--- config.mk ---
export PLATFORM = sky130hd
export DESIGN_NAME = linear_queue_with_value_removal_unit
export DESIGN_NICKNAME = d
export VERILOG_FILES = /design/src/design/lqvr_pkg.sv /design/src/design/linear_queue_with_value_removal_unit.sv /design/src/design/lqvr_cell.sv
export SDC_FILE = /design/constraint.sdc
export NUM_CORES = 1
export LEC_CHECK = 0
export BUFFER_PORTS_ARGS = -buffer_cell sky130_fd_sc_hd__buf_2
export CAP_MARGIN = 20
export CORE_MARGIN = 3
export CORE_UTILIZATION = 60
export DETAILED_ROUTE_END_ITERATION = 8
export GPL_TIMING_DRIVEN = 0
export PLACE_DENSITY = 0.84
export SYNTH_ARGS = -nofsm -noshare
export SYNTH_HDL_FRONTEND = slang
export SYNTH_HIERARCHICAL = 1
export SYNTH_SLANG_ARGS = --single-unit
--- constraint.sdc ---
create_clock -name clk_i -period 5.8 [get_ports clk_i]
set_input_delay 0 -clock clk_i [delete_from_list [all_inputs] [get_ports clk_i]]
set_output_delay 0 -clock clk_i [all_outputs]
set_load 0.02 [all_outputs]
--- src/design/lqvr_pkg.sv ---
// lqvr_pkg: shared types and codes for the linear queue with value removal.
// No dependencies; used by every module of the block.
package lqvr_pkg;

  localparam int unsigned LqvrDepth = 8;
  localparam int unsigned DataW     = 32;
  localparam int unsigned FuncW     = 2;
  localparam int unsigned StatusW   = 2;
  localparam int unsigned CountW    = 4;
  localparam int unsigned OutDataW  = 40;

  localparam logic [FuncW-1:0] FUNC_PUSH   = 2'd0;
  localparam logic [FuncW-1:0] FUNC_POP    = 2'd1;
  localparam logic [FuncW-1:0] FUNC_DELETE = 2'd2;

  localparam logic [StatusW-1:0] STATUS_OK        = 2'd0;
  localparam logic [StatusW-1:0] STATUS_OVERFLOW  = 2'd1;
  localparam logic [StatusW-1:0] STATUS_UNDERFLOW = 2'd2;
  localparam logic [StatusW-1:0] STATUS_NOTFOUND  = 2'd3;

  localparam logic [CountW-1:0] CountMax = 4'd15;

  typedef struct packed {
    logic load;
    logic shift;
  } cell_ctrl_t;

endpackage

--- src/design/linear_queue_with_value_removal_unit.sv ---
// Top level of the linear queue with value removal: a row of slot cells,
// head/tail pointers, the delete sequencer and the output register.
// Depends on lqvr_pkg and lqvr_cell.
//
// Push, pop and unused codes finish in the cycle the word is accepted and the
// result appears on the next cycle. A delete first registers its operand; then
// the cell row removes the lowest matching entry
// per cycle by shifting every cell above it down one place, and once no match
// is left and the output register is free it issues the result. No new word is taken while
// a delete runs. Slot contents have no reset; pointers reset to empty.
module linear_queue_with_value_removal_unit #(
  parameter int unsigned DEPTH = lqvr_pkg::LqvrDepth
) (
  input  logic                            clk_i,
  input  logic                            rst_ni,
  input  logic                            s_axis_tvalid_i,
  output logic                            s_axis_tready_o,
  input  logic [lqvr_pkg::DataW-1:0]      s_axis_tdata_i,  // operand_value
  input  logic [lqvr_pkg::FuncW-1:0]      s_axis_tuser_i,  // func
  output logic                            m_axis_tvalid_o,
  input  logic                            m_axis_tready_i,
  output logic [lqvr_pkg::OutDataW-1:0]   m_axis_tdata_o,  // read_value, removed_count, pad
  output logic [lqvr_pkg::StatusW-1:0]    m_axis_tuser_o   // status
);
  import lqvr_pkg::*;

  localparam int unsigned IW = $clog2(DEPTH);
  localparam int unsigned PW = $clog2(DEPTH + 2);
  localparam int unsigned CW = $clog2(DEPTH + 1);

  localparam logic ST_IDLE = 1'b0;
  localparam logic ST_DEL  = 1'b1;

  logic             state_q, state_d;
  logic [PW-1:0]    head_q, head_d, tail_q, tail_d;
  logic [DataW-1:0] operand_q;
  logic [CW-1:0]    cnt_q, cnt_d;

  logic               m_valid_q;
  logic [DataW-1:0]   rd_q, rd_d;
  logic [StatusW-1:0] status_q, status_d;
  logic [CountW-1:0]  cnt_out_q, cnt_out_d;
  logic               produce;

  logic [DataW-1:0] value [DEPTH];
  logic [DEPTH-1:0] match, hit, seen;
  cell_ctrl_t       ctrl [DEPTH];

  logic out_free, accept, full, any_hit, del_step, pop_clear, pop_ok;

  assign out_free        = !m_valid_q || m_axis_tready_i;
  assign s_axis_tready_o = (state_q == ST_IDLE) && out_free;
  assign accept          = s_axis_tvalid_i && s_axis_tready_o;
  assign full            = tail_q >= PW'(DEPTH);
  assign pop_clear       = head_q > tail_q;
  assign pop_ok          = !pop_clear && (head_q != '0) && (head_q <= PW'(DEPTH));

  always_comb begin
    for (int i = 0; i < DEPTH; i++) begin
      hit[i] = match[i] && (head_q != '0) && (PW'(i + 1) >= head_q) &&
               (PW'(i + 1) <= tail_q);
    end
    seen[0] = hit[0];
    for (int i = 1; i < DEPTH; i++) begin
      seen[i] = seen[i-1] | hit[i];
    end
  end

  assign any_hit  = seen[DEPTH-1];
  assign del_step = (state_q == ST_DEL) && any_hit;

  for (genvar g = 0; g < DEPTH; g++) begin : g_cell
    logic [DataW-1:0] upper;
    if (g == DEPTH - 1) begin : g_top
      assign upper = value[g];
    end else begin : g_mid
      assign upper = value[g+1];
    end
    assign ctrl[g].load  = accept && (s_axis_tuser_i == FUNC_PUSH) && !full &&
                           (tail_q == PW'(g));
    assign ctrl[g].shift = del_step && seen[g];
    lqvr_cell u_cell (
      .clk_i       (clk_i),
      .ctrl_i      (ctrl[g]),
      .push_data_i (s_axis_tdata_i),
      .upper_i     (upper),
      .operand_i   (operand_q),
      .value_o     (value[g]),
      .match_o     (match[g])
    );
  end

  always_comb begin
    state_d   = state_q;
    head_d    = head_q;
    tail_d    = tail_q;
    cnt_d     = cnt_q;
    produce   = 1'b0;
    rd_d      = '1;
    status_d  = STATUS_OK;
    cnt_out_d = '0;
    unique case (state_q)
      ST_IDLE: begin
        if (accept) begin
          case (s_axis_tuser_i)
            FUNC_PUSH: begin
              produce = 1'b1;
              if (full) begin
                status_d = STATUS_OVERFLOW;
              end else begin
                tail_d = tail_q + PW'(1);
                if (head_q == '0) begin
                  head_d = PW'(1);
                end
              end
            end
            FUNC_POP: begin
              produce = 1'b1;
              if (pop_ok) begin
                rd_d   = value[IW'(head_q - PW'(1))];
                head_d = head_q + PW'(1);
              end else begin
                status_d = STATUS_UNDERFLOW;
                if (pop_clear) begin
                  head_d = '0;
                  tail_d = '0;
                end
              end
            end
            FUNC_DELETE: begin
              cnt_d   = '0;
              state_d = ST_DEL;
            end
            default: begin
              produce = 1'b1;
            end
          endcase
        end
      end
      ST_DEL: begin
        if (any_hit) begin
          tail_d = tail_q - PW'(1);
          cnt_d  = cnt_q + CW'(1);
        end else if (out_free) begin
          produce   = 1'b1;
          status_d  = (cnt_q == '0) ? STATUS_NOTFOUND : STATUS_OK;
          cnt_out_d = (int'(cnt_q) > int'(CountMax)) ? CountMax : CountW'(cnt_q);
          if ((cnt_q != '0) && (head_q > tail_q)) begin
            head_d = '0;
            tail_d = '0;
          end
          state_d = ST_IDLE;
        end
      end
      default: begin
        state_d = ST_IDLE;
      end
    endcase
  end

  always_ff @(posedge clk_i or negedge rst_ni) begin
    if (!rst_ni) begin
      state_q   <= ST_IDLE;
      head_q    <= '0;
      tail_q    <= '0;
      cnt_q     <= '0;
      m_valid_q <= 1'b0;
    end else begin
      state_q <= state_d;
      head_q  <= head_d;
      tail_q  <= tail_d;
      cnt_q   <= cnt_d;
      if (produce) begin
        m_valid_q <= 1'b1;
      end else if (m_axis_tready_i) begin
        m_valid_q <= 1'b0;
      end
    end
  end

  always_ff @(posedge clk_i) begin
    if (accept) begin
      operand_q <= s_axis_tdata_i;
    end
    if (produce) begin
      rd_q      <= rd_d;
      status_q  <= status_d;
      cnt_out_q <= cnt_out_d;
    end
  end

  assign m_axis_tvalid_o = m_valid_q;
  assign m_axis_tdata_o  = {(OutDataW - DataW - CountW)'(0), cnt_out_q, rd_q};
  assign m_axis_tuser_o  = status_q;

endmodule

--- src/design/lqvr_cell.sv ---
// lqvr_cell: one queue slot; loads a pushed word or takes its upper neighbour.
// Depends on lqvr_pkg.
module lqvr_cell (
  input  logic                         clk_i,
  input  lqvr_pkg::cell_ctrl_t         ctrl_i,
  input  logic [lqvr_pkg::DataW-1:0]   push_data_i,
  input  logic [lqvr_pkg::DataW-1:0]   upper_i,
  input  logic [lqvr_pkg::DataW-1:0]   operand_i,
  output logic [lqvr_pkg::DataW-1:0]   value_o,
  output logic                         match_o
);
  import lqvr_pkg::*;

  logic [DataW-1:0] value_q;

  always_ff @(posedge clk_i) begin
    if (ctrl_i.load) begin
      value_q <= push_data_i;
    end else if (ctrl_i.shift) begin
      value_q <= upper_i;
    end
  end

  assign value_o = value_q;
  assign match_o = (value_q == operand_i);

endmodule

==> qor.yml, run 1 <==
status: "completed"
path_class: "register to register"
final_cell_mix: "edfxtp_1 (326), xor2_1 (257), mux2_2 (256)"
async_flop_share_pct: 4.12
arrival_ps: 5180
fp.dieW_um: 186
drive_above_1_share_pct: 33.8
floorplan.initialDensity_pct: 61.3
max_stage_delay_ps: 550
die-area_um2: 34600
holdBufCountCts: 38
final_nets: 1593
peakVddDrop_mv: 0.327
area_delta_synth_final_pct: 13.8
clkSinkCount: 340
hold_path.class: "input port to register"
num_vias: 13400
synth.distinct_cells: 58
synth.top_cell.area_share_pct: 50.3
io_buffers: 77
start_kind: "register"
worst_hold_slack_ps: 27.3
timing.rr.start: "head_q[0]$_DFFE_PN0P_"
period_minus_slack_ps: 4970
core_area_um2: 31700
cp_slowest_cell: "or2_2"
wl_met3_mm: 6.98
dr.pass1.iters: 6
via_per_inst: 6.79
ys.warnings.count: 6
cts_resized: 0
crit_required_ps: 6010
setup_viol: 0
p_per_area_nw_per_um2: 359
wl_per_cell_um: 29.7
ant_nets: 0
routed_wl_mm: 58.5
ys_ff_latch: 340
rsz0062_at_grt: "no"
syn_area_um2: 19400
fin_ws_ps: 831
synth_flop_cell: "edfxtp_1"
cp_top_family: "buffers and inverters"
total_leakage_power_nw: 7.65
pre_cts_ws_ps: 808
crit_start: "head_q[0]$_DFFE_PN0P_"
multiInputGateArea_um2: 8790
antenna_found_initial: 1
tightest_slew_ps: 1150
gr-total-overflow: 0
fin_skew_ps: 18.6
postCtsSetupBuffers: 0
first_global_vias: 13300
gp_congestion: 0.983
post-route-drc-count: 0
hpwl_mm: 39.1
synthCells: 1373
hold_violations: 0
cts_tree: "built"
dr_wl_met2_mm: 27.0
end_kind: "register"
max_clock_freq_mhz: 201
grt_max_degree: 33
yosysTopAreaCell: "edfxtp_1"
cts_buffers: 38
seq_area_um2: 10100
ys_seq_area_share_pct: 52.1
grt_pass1_wl_mm: 84.9
clk_pin_slew_ps: 60
min_from: "s_axis_tvalid_i"
die_h_um: 186
crit_top_cell: "buf_2"
grtUsageTotal_pct: 33.9
top_layer: "met5"
finalCritPeriodShare_pct: 85.7
synth_edf_count: 326
cp.buffers_inverters: 6
final_common_cell: "edfxtp_1"
path_max_fanout: 19
clock-root-buffer: "clkbuf_16"
wl_met1_mm: 21.2
synth.avg_cell_area_um2: 14.2
worstSkewPairLatency_ps: 530
drt_iter0_drc: 1779
maxSlewViolCount: 0
max_slew_margin_pct: 23.0
h-tree-depth: 2
fill_cells: 2166
pin_count: 82
cts_buffer_depth: 3
cap_violations: 0
cp_cell_sequence: "clkbuf_1 -> buf_2 -> buf_2 -> inv_1 -> ha_1 -> xnor2_1 -> a41oi_1 -> a21oi_4 -> buf_2 -> a21oi_1 -> a31oi_1 -> or2_2 -> buf_12"
num_rows: 65
synth_area_leaders: "edfxtp_1 (50%), mux2_2 (15%), xor2_1 (12%), mux4_2 (7.4%), nor4_1 (2.1%)"
power breakdown:
part	internal (mW)	switching (mW)	leakage (nW)	total, mW
sequential	2.81	0.138	3.07	2.95
clock	1.42	0.975	0.595	2.40
combinational	0.987	1.62	3.98	2.60
total	5.22	2.73	7.65	7.95
synth_stat cells, types with 9 or more instances:
| cell type | instances |
|---|---|
| a21oi_1 | 10 |
| buf_6 | 24 |
| nor3_1 | 11 |
| inv_1 | 17 |
| nand4_1 | 18 |
| nand3_1 | 42 |
| or2_2 | 9 |
| clkbuf_1 | 15 |
| mux4_2 | 64 |
| xor2_1 | 257 |
| nor4_1 | 65 |
| buf_2 | 21 |
| edfxtp_1 | 326 |
| nand2_1 | 79 |
| mux2_2 | 256 |
| nor2_1 | 29 |
| dfrtp_1 | 14 |
| o21ai_0 | 9 |
| ha_1 | 15 |
| and3_1 | 11 |
worst register-to-register path, cell delays in order, from the launching register on:
cell      delay, ps
dfrtp_1         400
clkbuf_1        180
buf_2           430
buf_2           510
inv_1           240
ha_1            350
xnor2_1         480
a41oi_1         240
a21oi_4         350
buf_2           320
a21oi_1         100
a31oi_1         180
or2_2           550
buf_12          280
state kept, by name, indices dropped and copies added, names as in the netlist:
register / count
m_axis_tvalid_o: 1
cnt_q: 4
g_cell.u_cell/value_o: 256
state_q: 1
tail_q: 4
head_q: 4
rd_q: 32
cnt_out_q: 4
m_axis_tuser_o: 2
operand_q: 32
routing by layer:
metal	track usage [%]	vias up
met1	43.6	6648
met4	16.5	2
met5	0	-
met2	53.5	923
li1	-	5581
met3	9.58	220
cell families (layout without fill, tap and decap cells):
kind of cell	after synthesis	in the layout	synth area share, %
AO/OA/AOI/OAI	60	60	2.26
XOR/XNOR	260	260	11.7
adder cells (fa/ha/maj)	15	15	0.965
buffers and inverters	85	276	2.78
flip-flops	340	340	52.1
multiplexers	323	323	22.4
other	1	5	0.0193
AND/OR/NAND/NOR	289	289	7.73
cell type report:
cell class	count	area share [%]
diodes	1	0.0113
plain buffers	68	2.15
clock buffers	46	4.57
clock inverters	21	0.944
inverters	17	0.288
multi-input cells	951	39.7
flip-flops and latches	340	45.8
well taps	402	2.27
repair buffers	124	4.24
worst paths after layout:
| path | slack [ps] | endpoint | depth (start not counted) |
|---|---|---|---|
| worst min-delay path | 30 | m_axis_tvalid_o$_DFFE_PN0P_ | 4 |
| worst min register to register | 560 | cnt_q[0]$_DFFE_PN0P_ | 1 |
| worst max register to register | 830 | g_cell[6].u_cell/value_o[17]$_DFFE_PP_ | 13 |
| max in group asynchronous | 4770 | tail_q[2]$_DFFE_PN0P_ | 3 |
| min in group asynchronous | 580 | cnt_q[2]$_DFFE_PN0P_ | 3 |
| worst max-delay path | 830 | g_cell[6].u_cell/value_o[17]$_DFFE_PP_ | 13 |
per-stage QoR:
step / setup TNS (ps) / area (µm²) / cells / utilization (%) / total power [mW]
2_1_floorplan: 0 / 19500 / 1376 / - / 4.58
3_3_place_gp: -25470 / 20300 / 1855 / 64.1 / 5.39
3_5_place_dp: 0 / 20500 / 1861 / 64.6 / 5.47
4_1_cts: 0 / 22100 / 1966 / 69.6 / 7.86
5_1_grt: 0 / 22100 / 1969 / 69.8 / 8.20
6_report: 0 / 22100 / 1970 / 69.8 / 7.95
(Power assumes the default switching activity.)
==> run 2: changes to the inputs <==
- PLACE_DENSITY: 0.84 -> 0.78
==> run 2 against run 1 <==
Global-route usage grew 1.1 points. Critical path depth shrank 1. Sequential share of layout area grew 0.21 points. Flip-flop and latch count is the same. Cell area shrank 0.45%. Total power shrank 0.67%. Clock power shrank 4%. Critical endpoint is now g_cell[5].u_cell/value_o[19]$_DFFE_PP_. Worst setup slack lost 46 ps. Clock-buffer cell count grew 4. Critical path type unchanged.
==> qor.yml, run 2 (same netlist as run 1, synthesis figures left out) <==
status: "completed"
hold_end: "m_axis_tvalid_o$_DFFE_PN0P_"
post-route-drc-count: 0  # unchanged
wl_per_cell_um: 30.5  # +2.5%
die_h_um: 186  # unchanged
core_area_um2: 31700  # unchanged
rsz0062_at_grt: "no"
maxSlewViolCount: 0  # unchanged
crit_top_cell: "buf_2"
num_vias: 13400  # +0.0075%
crit_start: "head_q[0]$_DFFE_PN0P_"
hold_violations: 0  # unchanged
r2r_slack_ps: 780  # -50 ps
final_common_cell: "edfxtp_1"
timing.rr.start: "head_q[0]$_DFFE_PN0P_"
max_stage_delay_ps: 920  # +370 ps
die-area_um2: 34600  # unchanged
arrival_ps: 5170  # about the same
via_per_inst: 6.79  # about the same
gr-total-overflow: 0  # unchanged
hpwl_mm: 39.6  # +1.4%
r2r_end: "g_cell[5].u_cell/value_o[19]$_DFFE_PP_"
pin_count: 82  # unchanged
clock-root-buffer: "clkbuf_16"
ant_nets: 0  # unchanged
cts_tree: "built"
cp_slowest_cell: "or2_2"
total_leakage_power_nw: 7.60  # -0.61%
cap_violations: 0  # unchanged
area_delta_synth_final_pct: 13.3
max_slew_margin_pct: 13.6  # -9.5 points
finalCritPeriodShare_pct: 86.5  # +0.80 points
cp_top_family: "buffers and inverters"
setup-tns-final_ps: 0  # unchanged
cp.buffers_inverters: 5  # -1
grtUsageTotal_pct: 35.1  # +1.1 points
p_per_area_nw_per_um2: 358  # -0.22%
fin_area_um2: 22000  # -0.45%
worstSkewPairLatency_ps: 560  # +30 ps
final_cell_mix: "edfxtp_1 (326), xor2_1 (257), mux2_2 (256)"
cts_buffer_depth: 3  # unchanged
num_rows: 65  # unchanged
peakVddDrop_mv: 0.308  # -5.9%
max_clock_freq_mhz: 199  # -0.93%
setup_viol: 0  # unchanged
period_minus_slack_ps: 5020  # +46.4 ps
largest_reg_flops: 256  # unchanged
clkSinkCount: 340  # unchanged
grt_max_degree: 33  # unchanged
path_class: "register to register"
crit_required_ps: 5950  # -60 ps
h-tree-depth: 2  # unchanged
tightest_slew_ps: 1300  # +142 ps
end_kind: "register"
antenna_found_initial: 1  # unchanged
grt_pass1_wl_mm: 87.1  # +2.5%
fp.dieW_um: 186  # unchanged
final_nets: 1590  # -0.19%
floorplan.initialDensity_pct: 61.3  # unchanged
cts_buffers: 38  # unchanged
hold_path.class: "input port to register"
reg2regPathDepth: 12  # -1
dr.pass1.iters: 5  # -1
start_kind: "register"
min_from: "s_axis_tvalid_i"
cts_resized: 0  # unchanged
clk_pin_slew_ps: 60  # about the same
min_path_cells: 4  # unchanged
io_buffers: 77  # unchanged
drt_iter0_drc: 1843  # +3.6%
first_global_vias: 13500  # +1.6%
routed_wl_mm: 60.0  # +2.5%
dpl-instance-area_um2: 20400  # -0.20%
path_max_fanout: 32  # +13
gp_congestion: 0.968  # -1.5%
fin_skew_ps: 27.8  # +9.21 ps
cp_cell_sequence: "clkbuf_1 -> buf_2 -> buf_2 -> inv_1 -> ha_1 -> xnor2_1 -> a41oi_1 -> a21oi_4 -> buf_2 -> a21oi_1 -> a21oi_1 -> or2_2"
drive_above_1_share_pct: 33.4  # -0.38 points
==> run 2: layer usage <==
metal / share of wire [%] / wire length, µm / up-vias / track usage [%]
met1: 37 / 22500 / 6704 / 45.8
li1: - / - / 5580 / -
met5: 0 / 0 / - / 0
met4: 6.6 / 3940 / 0 / 18.5
met3: 10 / 6110 / 241 / 7.74
met2: 46 / 27500 / 850 / 55.4
==> run 2: worst max path at each step <==
stage,depth (start not counted),to
after floorplan,4,cnt_out_q[0]$_SDFFCE_PP0P_
after global placement,10,rd_q[25]$_SDFFCE_PP1P_
after detailed placement,12,g_cell[6].u_cell/value_o[24]$_DFFE_PP_
after CTS,12,g_cell[6].u_cell/value_o[19]$_DFFE_PP_
after global routing,12,g_cell[5].u_cell/value_o[19]$_DFFE_PP_
final,12,g_cell[5].u_cell/value_o[19]$_DFFE_PP_
==> run 2: what timing repair did <==
action                    4_1_cts  5_1_grt
hold buffers                   37        0
hold endpoints to repair      306        0
setup buffers                   0        0
==> run 2: area by class of cell <==
class | instances | area (µm²)
Antenna cell | 1 | 2.50
Buffer | 68 | 477
Clock buffer | 50 | 1010
Clock inverter | 20 | 161
Fill cell | 2227 | 9680
Inverter | 17 | 63.8
Multi-Input combinational cell | 951 | 8790
Sequential cell | 340 | 10100
Tap cell | 402 | 503
Timing Repair Buffer | 121 | 893
==> run 2: where the power goes <==
part	leakage [nW]	switching, mW	internal (mW)
Sequential	3.07	0.137	2.81
Combinational	3.96	1.67	0.978
Clock	0.570	0.982	1.32
Total	7.60	2.79	5.11
==> run 2: stage by stage <==
step	utilization, %	cells	hold slack [ps]	power (mW)	setup slack, ps
floorplan	-	1376	-296	4.58	1380
global placement	64.1	1855	-69.8	5.45	-503
detailed placement	64.4	1859	-61.3	5.52	867
CTS	69.3	1966	39.6	7.82	852
global route	69.5	1969	118	8.11	640
finish	69.5	1970	47.8	7.89	784
==> run 2: worst min-delay path, cell delays in order <==
cell     delay (ps)
buf_2            90
nand2_1         200
nor2_1          160
or3_1           110
==> run 3: changes to the inputs <==
- CORE_UTILIZATION: 60 -> 57
- PLACE_DENSITY: 0.78 -> 0.77
- clock period: 5.8 -> 4.22 ns (I/O delays scaled with it)
==> run 3 against run 2 <==
Critical path depth rose by 1. Utilization down 2.5 points. Global-route usage decreased by 2.3 points. Final cell count rose by 3.1%. Clock power is 42% higher. Largest cell class unchanged. Die area up 5.1%. Combinational power is 38% higher.
==> qor.yml, run 3 (same netlist as run 1, synthesis figures left out) <==
status: "completed"
max_stage_delay_ps: 400  # -520 ps
num_rows: 67  # +3.1%
power.total_mw: 11.0  # +39%
hold_path.class: "input port to register"
dp_cells: 1906  # +2.5%
routed_wl_mm: 59.7  # -0.50%
min_from: "s_axis_tvalid_i"
via_per_inst: 6.58  # -3.1%
max_slew_margin_pct: 21.8  # +8.3 points
pin_count: 82  # unchanged
seq_area_um2: 10100  # unchanged
rsz0062_at_grt: "no"
final_nets: 1610  # +1.3%
p_per_area_nw_per_um2: 488  # +36%
io_buffers: 77  # unchanged
tightest_slew_ps: 1170  # -124 ps
hold_violations: 0  # unchanged
path_max_fanout: 13  # -59%
die_h_um: 191  # +2.5%
gp_congestion: 1.01  # +3.9%
die-area_um2: 36400  # +5.1%
fill_cells: 2406  # +8.0%
dpl-instance-area_um2: 20500  # +0.42%
path_class: "register to register"
cp_slowest_cell: "dfrtp_1"
cts_buffer_depth: 3  # unchanged
period_minus_slack_ps: 4120  # -896 ps
arrival_ps: 4350  # -820 ps
grtUsageTotal_pct: 32.7  # -2.3 points
cp_top_family: "buffers and inverters"
num_vias: 13400  # -0.097%
final_common_cell: "edfxtp_1"
grt_pass1_wl_mm: 86.1  # -1.2%
crit_start: "head_q[0]$_DFFE_PN0P_"
cts_tree: "built"
clock-root-buffer: "clkbuf_16"
wl_per_cell_um: 29.4  # -3.5%
hpwl_mm: 38.8  # -2.1%
diodes: 0  # -1
antenna_found_initial: 1  # unchanged
end_kind: "register"
pre_cts_ws_ps: -839  # -1710 ps
cap_violations: 0  # unchanged
fin_skew_ps: 17.9  # -9.82 ps
setup-tns-final_ps: 0  # unchanged
clk_pin_slew_ps: 60  # about the same
final_cell_mix: "edfxtp_1 (326), xor2_1 (257), mux2_2 (256)"
total_leakage_power_nw: 7.78  # +2.4%
dr.pass1.iters: 7  # +2
fp.dieW_um: 191  # +2.5%
ant_nets: 0  # unchanged
drt_iter0_drc: 1980  # +7.4%
gr-total-overflow: 0  # unchanged
grt_max_degree: 33  # unchanged
h-tree-depth: 2  # unchanged
fin_area_um2: 22500  # +2.1%
finalCritPeriodShare_pct: 97.6  # +11 points
cts_buffers: 38  # unchanged
post-route-drc-count: 0  # unchanged
setup_viol: 0  # unchanged
clkSinkCount: 340  # unchanged
cp_cell_sequence: "clkbuf_1 -> buf_4 -> buf_6 -> inv_1 -> ha_1 -> xor2_1 -> o41a_1 -> a21oi_4 -> clkbuf_4 -> a21oi_1 -> a31oi_2 -> or2_4 -> buf_12"
largest_reg_flops: 256  # unchanged
worst_hold_slack_ps: 82.9  # +35.1 ps
start_kind: "register"
max_clock_freq_mhz: 243  # +22%
floorplan.initialDensity_pct: 57.8  # -3.5 points
worstSkewPairLatency_ps: 540  # -20 ps
first_global_vias: 13300  # -1.6%
peakVddDrop_mv: 0.454  # +48%
final_cells: 2032  # +3.1%
crit_required_ps: 4450  # -1500 ps
fin_util_pct: 66.9  # -2.5 points
maxSlewViolCount: 0  # unchanged
area_delta_synth_final_pct: 15.7
cp.buffers_inverters: 6  # +1
multiInputGateArea_um2: 8880  # +1.0%
core_area_um2: 33600  # +6.0%
fin_ws_ps: 99.9  # -684 ps
timing.rr.start: "head_q[0]$_DFFE_PN0P_"
drive_above_1_share_pct: 35.0  # +1.6 points
==> run 3: changes by cell type in the layout (fill, tap and decap cells not counted), moves of 5 or more <==
cell,change
buf_12,+8
or2_4,+8
clkbuf_1,-5
or2_2,-5
buf_4,+7
==> run 3: timing repair <==
item	CTS	global route
buffers inserted	12	5
hold endpoints to repair	306	0
gates cloned	3	1
pin swaps	5	2
setup endpoints to repair	211	142
resized for setup	22	4
hold buffers	38	0
==> run 3: final cells by class <==
cell class | instances | area share (%)
multi-input cells | 955 | 39.5
flip-flops and latches | 340 | 45.1
clock buffers | 48 | 4.53
clock inverters | 19 | 0.862
inverters | 17 | 0.284
plain buffers | 68 | 2.25
well taps | 448 | 2.49
repair buffers | 137 | 5.05
==> run 3: path summary, 6_finish.rpt <==
path / to / slack [ps] / cells past startpoint
worst min-delay path: tail_q[2]$_DFFE_PN0P_ / 80 / 5
min in group asynchronous: tail_q[2]$_DFFE_PN0P_ / 610 / 3
worst max-delay path: g_cell[6].u_cell/value_o[9]$_DFFE_PP_ / 100 / 13
max in group asynchronous: cnt_q[3]$_DFFE_PN0P_ / 3160 / 3
worst min register to register: cnt_q[0]$_DFFE_PN0P_ / 530 / 1
worst max register to register: g_cell[6].u_cell/value_o[9]$_DFFE_PP_ / 100 / 13
==> run 3: where the power goes <==
| group | internal, mW | switching (mW) | total (mW) |
|---|---|---|---|
| clock | 1.95 | 1.32 | 3.27 |
| combinational | 1.38 | 2.28 | 3.66 |
| sequential | 3.86 | 0.184 | 4.05 |
| total | 7.20 | 3.78 | 11.0 |
==> run 3: layer usage <==
layer / GRT usage, % / vias up / wire, µm
met5: 0 / - / 12
met4: 14.1 / 2 / 3300
met3: 8.29 / 228 / 6910
met2: 52.7 / 928 / 27700
met1: 42.5 / 6598 / 21800
li1: - / 5606 / -
==> run 3: worst register-to-register path: stages, from the launching register on <==
cell and delay [ps]:
dfrtp_1 400, clkbuf_1 200, buf_4 300, buf_6 280, inv_1 180, ha_1 340
xor2_1 250, o41a_1 400, a21oi_4 270, clkbuf_4 290, a21oi_1 100, a31oi_2 390
or2_4 240, buf_12 180
